<file path="src/rtl/core/sbps_pkg.sv">
// ----------------------------------------------------------------------------
// Smart battery poll sequencer package
// Shared types, protocol constants and the poll command table.
// ----------------------------------------------------------------------------
package sbps_pkg;

	localparam logic [6:0] BUS_ADDRESS = 7'd11;
	localparam logic [7:0] WADDR       = {BUS_ADDRESS, 1'b0};
	localparam logic [7:0] RADDR       = {BUS_ADDRESS, 1'b1};

	localparam logic [7:0]  CRC_POLY        = 8'h07;
	localparam logic [7:0]  MODE_CMD        = 8'h03;
	localparam logic [15:0] DISCHARGING_BIT = 16'h0040;
	localparam logic [15:0] TEMP_RESET      = 16'd2730;

	localparam logic [7:0] POLL_PERIOD_RESET = 8'd20;
	localparam logic [7:0] ERROR_LIMIT_RESET = 8'd150;
	localparam logic [15:0] MODE_WORD_RESET  = 16'h6000;

	// Register indexes on the configuration port.
	localparam logic [1:0] REG_POLL_PERIOD = 2'd0;
	localparam logic [1:0] REG_ERROR_LIMIT = 2'd1;
	localparam logic [1:0] REG_MODE_WORD   = 2'd2;

	// Poll steps and the field codes they report.
	localparam logic [3:0] STEP_MODE    = 4'd0;
	localparam logic [3:0] STEP_STATUS  = 4'd1;
	localparam logic [3:0] STEP_PCT     = 4'd2;
	localparam logic [3:0] STEP_CAP     = 4'd3;
	localparam logic [3:0] STEP_TEMP    = 4'd4;
	localparam logic [3:0] STEP_VOLT    = 4'd5;
	localparam logic [3:0] STEP_CURR    = 4'd6;
	localparam logic [3:0] STEP_EMPTY   = 4'd7;
	localparam logic [3:0] STEP_FULL    = 4'd8;
	localparam logic [3:0] STEP_DESIGN  = 4'd9;
	localparam logic [3:0] FIELD_NONE   = 4'd0;

	localparam int DIV_STEPS = 23;
	localparam logic [22:0] HEALTH_NO_DESIGN = 23'd100;

	typedef struct packed {
		logic       battery_absent;
		logic       write_ack;
		logic       read_ack;
		logic [7:0] resp_low;
		logic [7:0] resp_high;
		logic [7:0] resp_pec;
	} in_item_t;

	typedef struct packed {
		logic        txn_issued;
		logic        txn_is_write;
		logic [7:0]  txn_command;
		logic [15:0] txn_write_word;
		logic [7:0]  txn_pec;
		logic        connected;
		logic        comm_failure;
		logic [3:0]  updated_field;
		logic [15:0] updated_value;
		logic        charging;
		logic [22:0] health_percent;
	} out_item_t;

	typedef struct packed {
		logic clr;
		logic en;
		logic din;
	} crc_ctrl_t;

	typedef struct packed {
		logic        start;
		logic [22:0] dividend;
		logic [15:0] divisor;
	} div_req_t;

	typedef enum logic [2:0] {
		ST_IDLE,
		ST_PREP,
		ST_REQ,
		ST_CHK,
		ST_APPLY,
		ST_DSTART,
		ST_DIV,
		ST_OUT
	} sbps_state_t;

	function automatic logic [7:0] read_command(input logic [3:0] step);
		logic [7:0] c;
		case (step)
			STEP_STATUS: c = 8'h16;
			STEP_PCT:    c = 8'h0d;
			STEP_CAP:    c = 8'h0f;
			STEP_TEMP:   c = 8'h08;
			STEP_VOLT:   c = 8'h09;
			STEP_CURR:   c = 8'h0a;
			STEP_EMPTY:  c = 8'h12;
			STEP_FULL:   c = 8'h10;
			STEP_DESIGN: c = 8'h18;
			default:     c = 8'h00;
		endcase
		return c;
	endfunction

endpackage

</file>
<file path="src/rtl/core/sbps_crc.sv">
// ----------------------------------------------------------------------------
// Bit-serial CRC-8 unit
// Takes one message bit per cycle while enabled, most significant bit of each byte first.
// ----------------------------------------------------------------------------
module sbps_crc import sbps_pkg::*; (
	input  logic      clk,
	input  logic      arst_n,
	input  crc_ctrl_t ctrl,
	output logic [7:0] crc
);

	logic [7:0] crc_q;
	logic [7:0] crc_next;

	// Feedback is the top bit against the incoming bit.
	assign crc_next = {crc_q[6:0], 1'b0} ^ ((crc_q[7] ^ ctrl.din) ? CRC_POLY : 8'h00);
	assign crc = crc_q;

	always_ff @(posedge clk or negedge arst_n) begin
		if (!arst_n) begin
			crc_q <= 8'h00;
		end else if (ctrl.clr) begin
			crc_q <= 8'h00;
		end else if (ctrl.en) begin
			crc_q <= crc_next;
		end
	end

endmodule

</file>
<file path="src/rtl/core/sbps_div.sv">
// ----------------------------------------------------------------------------
// Iterative restoring divider
// Produces one quotient bit per cycle; a zero divisor yields the fixed value.
// ----------------------------------------------------------------------------
module sbps_div import sbps_pkg::*; (
	input  logic        clk,
	input  logic        arst_n,
	input  div_req_t    req,
	output logic        busy,
	output logic [22:0] quotient
);

	logic        busy_q;
	logic [4:0]  cnt_q;
	logic [15:0] rem_q;
	logic [22:0] quo_q;
	logic [15:0] dvs_q;
	logic [17:0] trial;
	logic        neg;

	assign trial = {1'b0, rem_q, quo_q[22]} - {2'b00, dvs_q};
	assign neg = trial[17];
	assign busy = busy_q;
	assign quotient = quo_q;

	always_ff @(posedge clk or negedge arst_n) begin
		if (!arst_n) begin
			busy_q <= 1'b0;
			cnt_q  <= 5'd0;
		end else if (req.start) begin
			busy_q <= (req.divisor != 16'd0);
			cnt_q  <= 5'(DIV_STEPS - 1);
		end else if (busy_q) begin
			if (cnt_q == 5'd0) begin
				busy_q <= 1'b0;
			end
			cnt_q <= cnt_q - 5'd1;
		end
	end

	always_ff @(posedge clk) begin
		if (req.start) begin
			rem_q <= 16'd0;
			dvs_q <= req.divisor;
			quo_q <= (req.divisor == 16'd0) ? HEALTH_NO_DESIGN : req.dividend;
		end else if (busy_q) begin
			rem_q <= neg ? {rem_q[14:0], quo_q[22]} : trial[15:0];
			quo_q <= {quo_q[21:0], ~neg};
		end
	end

endmodule

</file>
<file path="src/rtl/core/smart_battery_poll_sequencer.sv">
// ----------------------------------------------------------------------------
// Smart battery poll sequencer
// Tick-driven SMBus smart battery poller with CRC-8 packet error checking.
// ----------------------------------------------------------------------------
// Each input transaction is one task tick and yields exactly one result
// transaction. A tick is worked on alone: the block latches it, runs the
// request PEC through a bit-serial CRC-8 unit (16 bits for a read, 32 bits
// for the mode write), reuses the same unit for the 24-bit check of the
// read answer, applies the poll outcome and then recomputes state of health
// with a restoring divider that yields one quotient bit per cycle. The
// 24-bit answer check always runs, even when nothing was issued. How long a
// tick takes is set by the serial CRC passes and the 23 divider iterations;
// with a zero design capacity the divider finishes at once. The result
// sits in an output register, so the next tick may be accepted while it
// waits. Configuration writes take effect at once and should be made
// while idle.
// ----------------------------------------------------------------------------
module smart_battery_poll_sequencer import sbps_pkg::*; (
	input  logic       clk,
	input  logic       arst_n,
	input  logic       in_valid,
	output logic       in_ready,
	input  in_item_t   in_data,
	output logic       out_valid,
	input  logic       out_ready,
	output out_item_t  out_data,
	input  logic       cfg_we,
	input  logic [1:0] cfg_index,
	input  logic [15:0] cfg_data
);

	// Configuration registers.
	logic [7:0]  poll_period_q;
	logic [7:0]  error_limit_q;
	logic [15:0] mode_word_q;

	// Poller state.
	logic [7:0]  tick_q;
	logic        link_q;
	logic [3:0]  step_q;
	logic [7:0]  fail_q;
	logic        sticky_q;
	logic [15:0] status_q, pct_q, cap_q, temp_q, volt_q, curr_q, empty_q, full_q, design_q;

	// Per-tick working registers.
	sbps_state_t state_q, state_d;
	in_item_t    in_q;
	logic        txn_q;
	logic        issued_q, is_write_q;
	logic [7:0]  cmd_q, pec_q;
	logic [15:0] wword_q;
	logic [3:0]  ufield_q;
	logic [15:0] uvalue_q;
	logic [31:0] sh_q;
	logic [5:0]  cnt_q;

	logic        out_valid_q;
	out_item_t   out_q;

	// Shared units.
	crc_ctrl_t   crc_ctrl;
	logic [7:0]  crc;
	div_req_t    div_req;
	logic        div_busy;
	logic [22:0] div_quo;

	sbps_crc u_crc (
		.clk    (clk),
		.arst_n (arst_n),
		.ctrl   (crc_ctrl),
		.crc    (crc)
	);

	sbps_div u_div (
		.clk      (clk),
		.arst_n   (arst_n),
		.req      (div_req),
		.busy     (div_busy),
		.quotient (div_quo)
	);

	// Decisions taken in the preparation cycle.
	logic        act;
	logic        now_up;
	logic        link_new;
	logic        clearing;
	logic [3:0]  step_eff;
	logic        txn_new;
	logic        is_read_step;
	logic [7:0]  fail_inc;

	always_comb begin
		act          = (tick_q >= poll_period_q);
		now_up       = ~in_q.battery_absent;
		link_new     = act ? now_up : link_q;
		clearing     = act && link_q && !now_up;
		step_eff     = clearing ? STEP_MODE : step_q;
		txn_new      = act && link_new;
		is_read_step = step_eff inside {[STEP_STATUS:STEP_DESIGN]};
		fail_inc     = (fail_q == 8'hFF) ? fail_q : fail_q + 8'd1;
	end

	// Next-state logic.
	always_comb begin
		state_d = state_q;
		case (state_q)
			ST_IDLE:   if (in_valid) state_d = ST_PREP;
			ST_PREP:   state_d = ST_REQ;
			ST_REQ:    if (cnt_q == 6'd0) state_d = ST_CHK;
			ST_CHK:    if (cnt_q == 6'd0) state_d = ST_APPLY;
			ST_APPLY:  state_d = ST_DSTART;
			ST_DSTART: state_d = ST_DIV;
			ST_DIV:    if (!div_busy) state_d = ST_OUT;
			ST_OUT:    if (!out_valid_q || out_ready) state_d = ST_IDLE;
			default:   state_d = ST_IDLE;
		endcase
	end

	// Control outputs of the sequencer.
	always_comb begin
		in_ready     = (state_q == ST_IDLE);
		crc_ctrl.clr = (state_q == ST_PREP) || ((state_q == ST_REQ) && (cnt_q == 6'd0));
		crc_ctrl.en  = ((state_q == ST_REQ) || (state_q == ST_CHK)) && (cnt_q != 6'd0);
		crc_ctrl.din = sh_q[31];
		div_req.start    = (state_q == ST_DSTART);
		div_req.dividend = {1'b0, full_q, 6'd0} + {2'b00, full_q, 5'd0} + {5'd0, full_q, 2'd0};
		div_req.divisor  = design_q;
	end

	assign out_valid = out_valid_q;
	assign out_data  = out_q;

	always_ff @(posedge clk or negedge arst_n) begin
		if (!arst_n) begin
			state_q     <= ST_IDLE;
			out_valid_q <= 1'b0;
		end else begin
			state_q <= state_d;
			if ((state_q == ST_OUT) && (!out_valid_q || out_ready)) begin
				out_valid_q <= 1'b1;
			end else if (out_ready) begin
				out_valid_q <= 1'b0;
			end
		end
	end

	// Configuration port.
	always_ff @(posedge clk or negedge arst_n) begin
		if (!arst_n) begin
			poll_period_q <= POLL_PERIOD_RESET;
			error_limit_q <= ERROR_LIMIT_RESET;
			mode_word_q   <= MODE_WORD_RESET;
		end else if (cfg_we) begin
			case (cfg_index)
				REG_POLL_PERIOD: poll_period_q <= cfg_data[7:0];
				REG_ERROR_LIMIT: error_limit_q <= cfg_data[7:0];
				REG_MODE_WORD:   mode_word_q   <= cfg_data;
				default:         ;
			endcase
		end
	end

	// Poller state, updated in the preparation and apply cycles. The tick
	// counter has already moved on by the apply cycle, so the decision to
	// act is taken from the flag latched during preparation.
	always_ff @(posedge clk or negedge arst_n) begin
		if (!arst_n) begin
			tick_q   <= 8'd0;
			link_q   <= 1'b0;
			step_q   <= STEP_MODE;
			fail_q   <= 8'd0;
			sticky_q <= 1'b0;
			status_q <= DISCHARGING_BIT;
			pct_q    <= 16'd0;
			cap_q    <= 16'd0;
			temp_q   <= TEMP_RESET;
			volt_q   <= 16'd0;
			curr_q   <= 16'd0;
			empty_q  <= 16'd0;
			full_q   <= 16'd0;
			design_q <= 16'd0;
		end else if (state_q == ST_PREP) begin
			tick_q <= act ? 8'd0 : tick_q + 8'd1;
			link_q <= link_new;
			if (clearing) begin
				// Losing the battery drops the live readings but keeps the full and
				// design capacities, the time to empty and the current reading.
				step_q   <= STEP_MODE;
				pct_q    <= 16'd0;
				cap_q    <= 16'd0;
				temp_q   <= TEMP_RESET;
				volt_q   <= 16'd0;
				status_q <= DISCHARGING_BIT;
			end
		end else if ((state_q == ST_APPLY) && txn_q) begin
			if (step_q == STEP_MODE) begin
				if (in_q.write_ack) begin
					fail_q <= 8'd0;
					step_q <= STEP_STATUS;
				end else begin
					fail_q <= fail_inc;
					if (fail_inc >= error_limit_q) sticky_q <= 1'b1;
				end
			end else if (step_q inside {[STEP_STATUS:STEP_DESIGN]}) begin
				if (!in_q.write_ack || !in_q.read_ack) begin
					fail_q <= fail_inc;
					if (fail_inc >= error_limit_q) sticky_q <= 1'b1;
				end else begin
					// Both phases completed, so the bus is healthy even when
					// the answer fails its PEC check.
					fail_q <= 8'd0;
					if (crc == in_q.resp_pec) begin
						case (step_q)
							STEP_STATUS: status_q <= {in_q.resp_high, in_q.resp_low};
							STEP_PCT:    pct_q    <= {in_q.resp_high, in_q.resp_low};
							STEP_CAP:    cap_q    <= {in_q.resp_high, in_q.resp_low};
							STEP_TEMP:   temp_q   <= {in_q.resp_high, in_q.resp_low};
							STEP_VOLT:   volt_q   <= {in_q.resp_high, in_q.resp_low};
							STEP_CURR:   curr_q   <= {in_q.resp_high, in_q.resp_low};
							STEP_EMPTY:  empty_q  <= {in_q.resp_high, in_q.resp_low};
							STEP_FULL:   full_q   <= {in_q.resp_high, in_q.resp_low};
							default:     design_q <= {in_q.resp_high, in_q.resp_low};
						endcase
						step_q <= (step_q == STEP_DESIGN) ? STEP_MODE : step_q + 4'd1;
					end
				end
			end else begin
				// A step code outside the poll restarts the round.
				step_q <= STEP_MODE;
			end
		end
	end

	// Per-tick datapath: latched item, CRC message shifter and result fields.
	always_ff @(posedge clk) begin
		case (state_q)
			ST_IDLE: begin
				if (in_valid) in_q <= in_data;
			end
			ST_PREP: begin
				txn_q      <= txn_new;
				issued_q   <= txn_new && ((step_eff == STEP_MODE) || is_read_step);
				is_write_q <= txn_new && (step_eff == STEP_MODE);
				ufield_q   <= FIELD_NONE;
				uvalue_q   <= 16'd0;
				if (txn_new && (step_eff == STEP_MODE)) begin
					cmd_q   <= MODE_CMD;
					wword_q <= mode_word_q;
					sh_q    <= {WADDR, MODE_CMD, mode_word_q[7:0], mode_word_q[15:8]};
					cnt_q   <= 6'd32;
				end else if (txn_new && is_read_step) begin
					cmd_q   <= read_command(step_eff);
					wword_q <= 16'd0;
					sh_q    <= {WADDR, read_command(step_eff), 16'd0};
					cnt_q   <= 6'd16;
				end else begin
					cmd_q   <= 8'd0;
					wword_q <= 16'd0;
					sh_q    <= 32'd0;
					cnt_q   <= 6'd0;
				end
			end
			ST_REQ: begin
				if (cnt_q != 6'd0) begin
					sh_q  <= {sh_q[30:0], 1'b0};
					cnt_q <= cnt_q - 6'd1;
				end else begin
					// The CRC is zero when nothing was issued.
					pec_q <= crc;
					sh_q  <= {RADDR, in_q.resp_low, in_q.resp_high, 8'd0};
					cnt_q <= 6'd24;
				end
			end
			ST_CHK: begin
				if (cnt_q != 6'd0) begin
					sh_q  <= {sh_q[30:0], 1'b0};
					cnt_q <= cnt_q - 6'd1;
				end
			end
			ST_APPLY: begin
				if (txn_q && (step_q inside {[STEP_STATUS:STEP_DESIGN]}) && in_q.write_ack
					&& in_q.read_ack && (crc == in_q.resp_pec)) begin
					ufield_q <= step_q;
					uvalue_q <= {in_q.resp_high, in_q.resp_low};
				end
			end
			ST_OUT: begin
				if (!out_valid_q || out_ready) begin
					out_q.txn_issued     <= issued_q;
					out_q.txn_is_write   <= is_write_q;
					out_q.txn_command    <= cmd_q;
					out_q.txn_write_word <= wword_q;
					out_q.txn_pec        <= pec_q;
					out_q.connected      <= link_q;
					out_q.comm_failure   <= sticky_q;
					out_q.updated_field  <= ufield_q;
					out_q.updated_value  <= uvalue_q;
					out_q.charging       <= ~|(status_q & DISCHARGING_BIT);
					out_q.health_percent <= div_quo;
				end
			end
			default: ;
		endcase
	end

endmodule

</file>
<file path="config.mk">
export PLATFORM = sky130hd
export DESIGN_NAME = smart_battery_poll_sequencer
export DESIGN_NICKNAME = d
export VERILOG_FILES = /design/src/rtl/core/sbps_pkg.sv /design/src/rtl/core/sbps_crc.sv /design/src/rtl/core/sbps_div.sv /design/src/rtl/core/smart_battery_poll_sequencer.sv
export SDC_FILE = /design/constraint.sdc
export NUM_CORES = 1
export LEC_CHECK = 0
export BUFFER_PORTS_ARGS = -buffer_cell sky130_fd_sc_hd__buf_2
export CAP_MARGIN = 30
export CORE_UTILIZATION = 64
export DETAILED_ROUTE_END_ITERATION = 7
export PLACE_DENSITY = 0.95
export SYNTH_ARGS = -nofsm -noshare
export SYNTH_HDL_FRONTEND = slang
export SYNTH_SLANG_ARGS = --single-unit
</file>
<file path="constraint.sdc">
create_clock -name clk -period 7.93 [get_ports clk]
set_input_delay 1.586 -clock clk [delete_from_list [all_inputs] [get_ports clk]]
set_output_delay 1.586 -clock clk [all_outputs]
set_load 0.05 [all_outputs]
</file>
==> results.toml <==
[sta]
min_period_ns = 3.79
worst_pin_slew_ns = 1.03
finalHoldWorstSlack_ns = 0.418
setup_tns_ns = 0
fin_crit_sh_pct = 47.8
max_freq_mhz = 264
rsz0062_at_grt = "no"
fin_skew_ns = 0.0161
setup_violations = 0
finalMaxSlewViolations = 0
slew_headroom_pct = 31.2
hold_viol_final = 0

[yosys]
synth.top_cell.area_share_pct = 44.6
synthArstFlopShare_pct = 29.7
yosysUniqueCellTypes = 70
netlist_area_mm2 = 0.0157
synth_top_area_cell = "edfxtp_1"
yosys-top-cells-area = "edfxtp_1, dfrtp_1, ha_1"
synth_area_per_cell_um2 = 13.0
synthFlopType = "edfxtp_1"
syn_inst = 1203
synth_edf_count = 233
synth.ff_latch_count = 354
ys_seq_area_share_pct = 63.5
yosys_warnings = 0

[placement]
placed_cell_area_mm2 = 0.0166
dp_hpwl_mm = 24.3
port-buffer-count = 128
gp_congestion = 0.943

[power_and_ir_drop]
ir_drop_uv = 206
power_density_mw_per_mm2 = 306
total_leakage_power_nw = 7.54
p_total_mw = 5.47

[final_layout]
fin_nets = 1463
final_common_cell = "edfxtp_1"
utilization_pct = 75.2
n_antenna_cell = 0
ff_latch_area_mm2 = 0.00996
fillers = 1235
final_cell_mix = "edfxtp_1, buf_2, nand2_1"
drive_gt1_share_pct = 19.9
area_delta_synth_final_pct = 13.8
fin_area_mm2 = 0.0179
multi_input_area_mm2 = 0.00535

[global_routing]
gr-max-usage-layer = "met2"
grt_antenna_before_repair = 0
grt_pass1_vias = 10894
grtUsageMet1_pct = 39.8
met3_usage_pct = 6.89
grt_usage_pct = 31.9
grt.met2_usage_pct = 53.6
grt.overflow.total = 0
grt_start_max_net_pins = 64
grt_pass1_wl_mm = 59.5

[route]
vias_per_cell = 6.40
drc = 0
routed_wl_mm = 38.2
drt_iter0_drc = 1212
route.vias.total = 10805
ant_nets = 0
wire_per_inst_um = 22.6
drtPass1Iterations = 6

[critical_path]
crit_fanout = 32
start_kind = "flip-flop"
path_class = "flip-flop to flip-flop"
slowest_delay_ns = 0.83
crit_chain = "nand2_1, or2_2, clkinv_1, nor2_1, inv_1, o22ai_1"
cp.required_ns = 8.36
cp_data_arrival_time_ns = 4.22
rr_startpoint = "state_q[2]$_DFFE_PN0P_"
slowest_stage = "clkinv_1"
critPathCaptureType = "flip-flop"
startpoint = "state_q[2]$_DFFE_PN0P_"

[cts]
cts_setup_buffers = 0
clk_latency_ns = 0.53
cts_hold_buf = 0
cts_max_path_buffers = 3
cts_root_buffer = "clkbuf_16"
numCtsBuffers = 36
cts_sinks = 354
htree_levels = 2
cts_resized = 0
clk_pin_slew_ns = 0.06
cts_tree = "yes"

[floorplan]
die_area_mm2 = 0.0251
ios = 132
num_rows = 56
initial_utilization_pct = 66.1
die_h_um = 159
die_w_um = 159
core-area_mm2 = 0.0238

[min_path]
hold_start = "pec_q[0]$_DFFE_PP_"
min_path_type = "flip-flop to flip-flop"

[outcome]
status = "finished clean"

[job]
maxCapViolations = 0
==> flip-flops by register name, summed over array words and instances, names as in the netlist, 16 cells and up <==
register,count
in_q,27
u_div.quotient,23
design_q,16
mode_word_q,16
uvalue_q,16
full_q,16
u_div.dvs_q,16
wword_q,16
u_div.rem_q,16
sh_q,32
out_data,77
==> path summary, 6_finish.rpt <==
path	cells after the start	to	slack, ns
worst min-delay path	0	out_data[46]$_DFFE_PP_	0.42
worst max-delay path	6	u_div.rem_q[0]$_SDFFE_PP0P_	4.14
worst min register to register	0	out_data[46]$_DFFE_PP_	0.42
max in group asynchronous	2	error_limit_q[3]$_DFFE_PN0P_	5.61
worst max register to register	6	u_div.rem_q[0]$_SDFFE_PP0P_	4.14
min in group asynchronous	1	tick_q[2]$_DFFE_PN0P_	1.07
==> stage by stage <==
step / worst slack [ns] / std cells
2_1_floorplan: 2.53 / 1205
3_3_place_gp: 4.44 / 1621
3_5_place_dp: 4.18 / 1621
4_1_cts: 4.16 / 1687
5_1_grt: 3.83 / 1688
6_report: 4.14 / 1688
==> power by group <==
part / leakage, nW / internal [mW] / switching (mW)
clock network: 0.587 / 1.01 / 0.721
registers: 3.63 / 2.39 / 0.216
logic: 3.32 / 0.352 / 0.774
==> layer usage <==
metal,share of wire [%],vias to the layer above
met2,49,737
met4,4.5,0
met1,37,5263
met3,9.2,165
li1,-,4640
met5,0,-
==> cell usage after synthesis (16+ instances only) <==
cell        n
nand2b_1   20
mux2_2     58
nor2_1     58
a22o_1     18
dfxtp_1    16
xnor2_1    28
a21oi_1    45
edfxtp_1  233
and2_1     47
inv_1      56
nand2_1   116
clkbuf_1   30
dfrtp_1    96
o21ai_0    80
a21o_1     22
ha_1       58
==> kinds of logic (layout without fill, tap and decap cells) <==
group	Yosys count	count (layout)	synth area share [%]
DFF	354	354	63.5
and+or+nand+nor	321	321	10.1
AOI/OAI and AO/OA	239	239	9.91
buffers and inverters	100	264	2.58
muxes	73	73	5.12
adders and majority gates	72	72	6.41
xor gates and xnor gates	43	43	2.40
other	1	3	0.0239
==> layout make-up <==
type / count / area share [%]
clock inverters: 23 / 1.30
multi-input cells: 751 / 29.9
inverters: 58 / 1.22
well taps: 319 / 2.23
repair buffers: 140 / 4.15
flip-flops and latches: 354 / 55.7
clock buffers: 43 / 5.43
==> critical path, delay by kind of cell (launching register included) <==
kind / cells / cell delay [ns]
AOI/OAI and AO/OA: 1 / 0.35
buffers and inverters: 2 / 1.44
DFF: 1 / 0.52
and+or+nand+nor: 3 / 1.38
No activity file was read; power rests on OpenSTA's default activity.
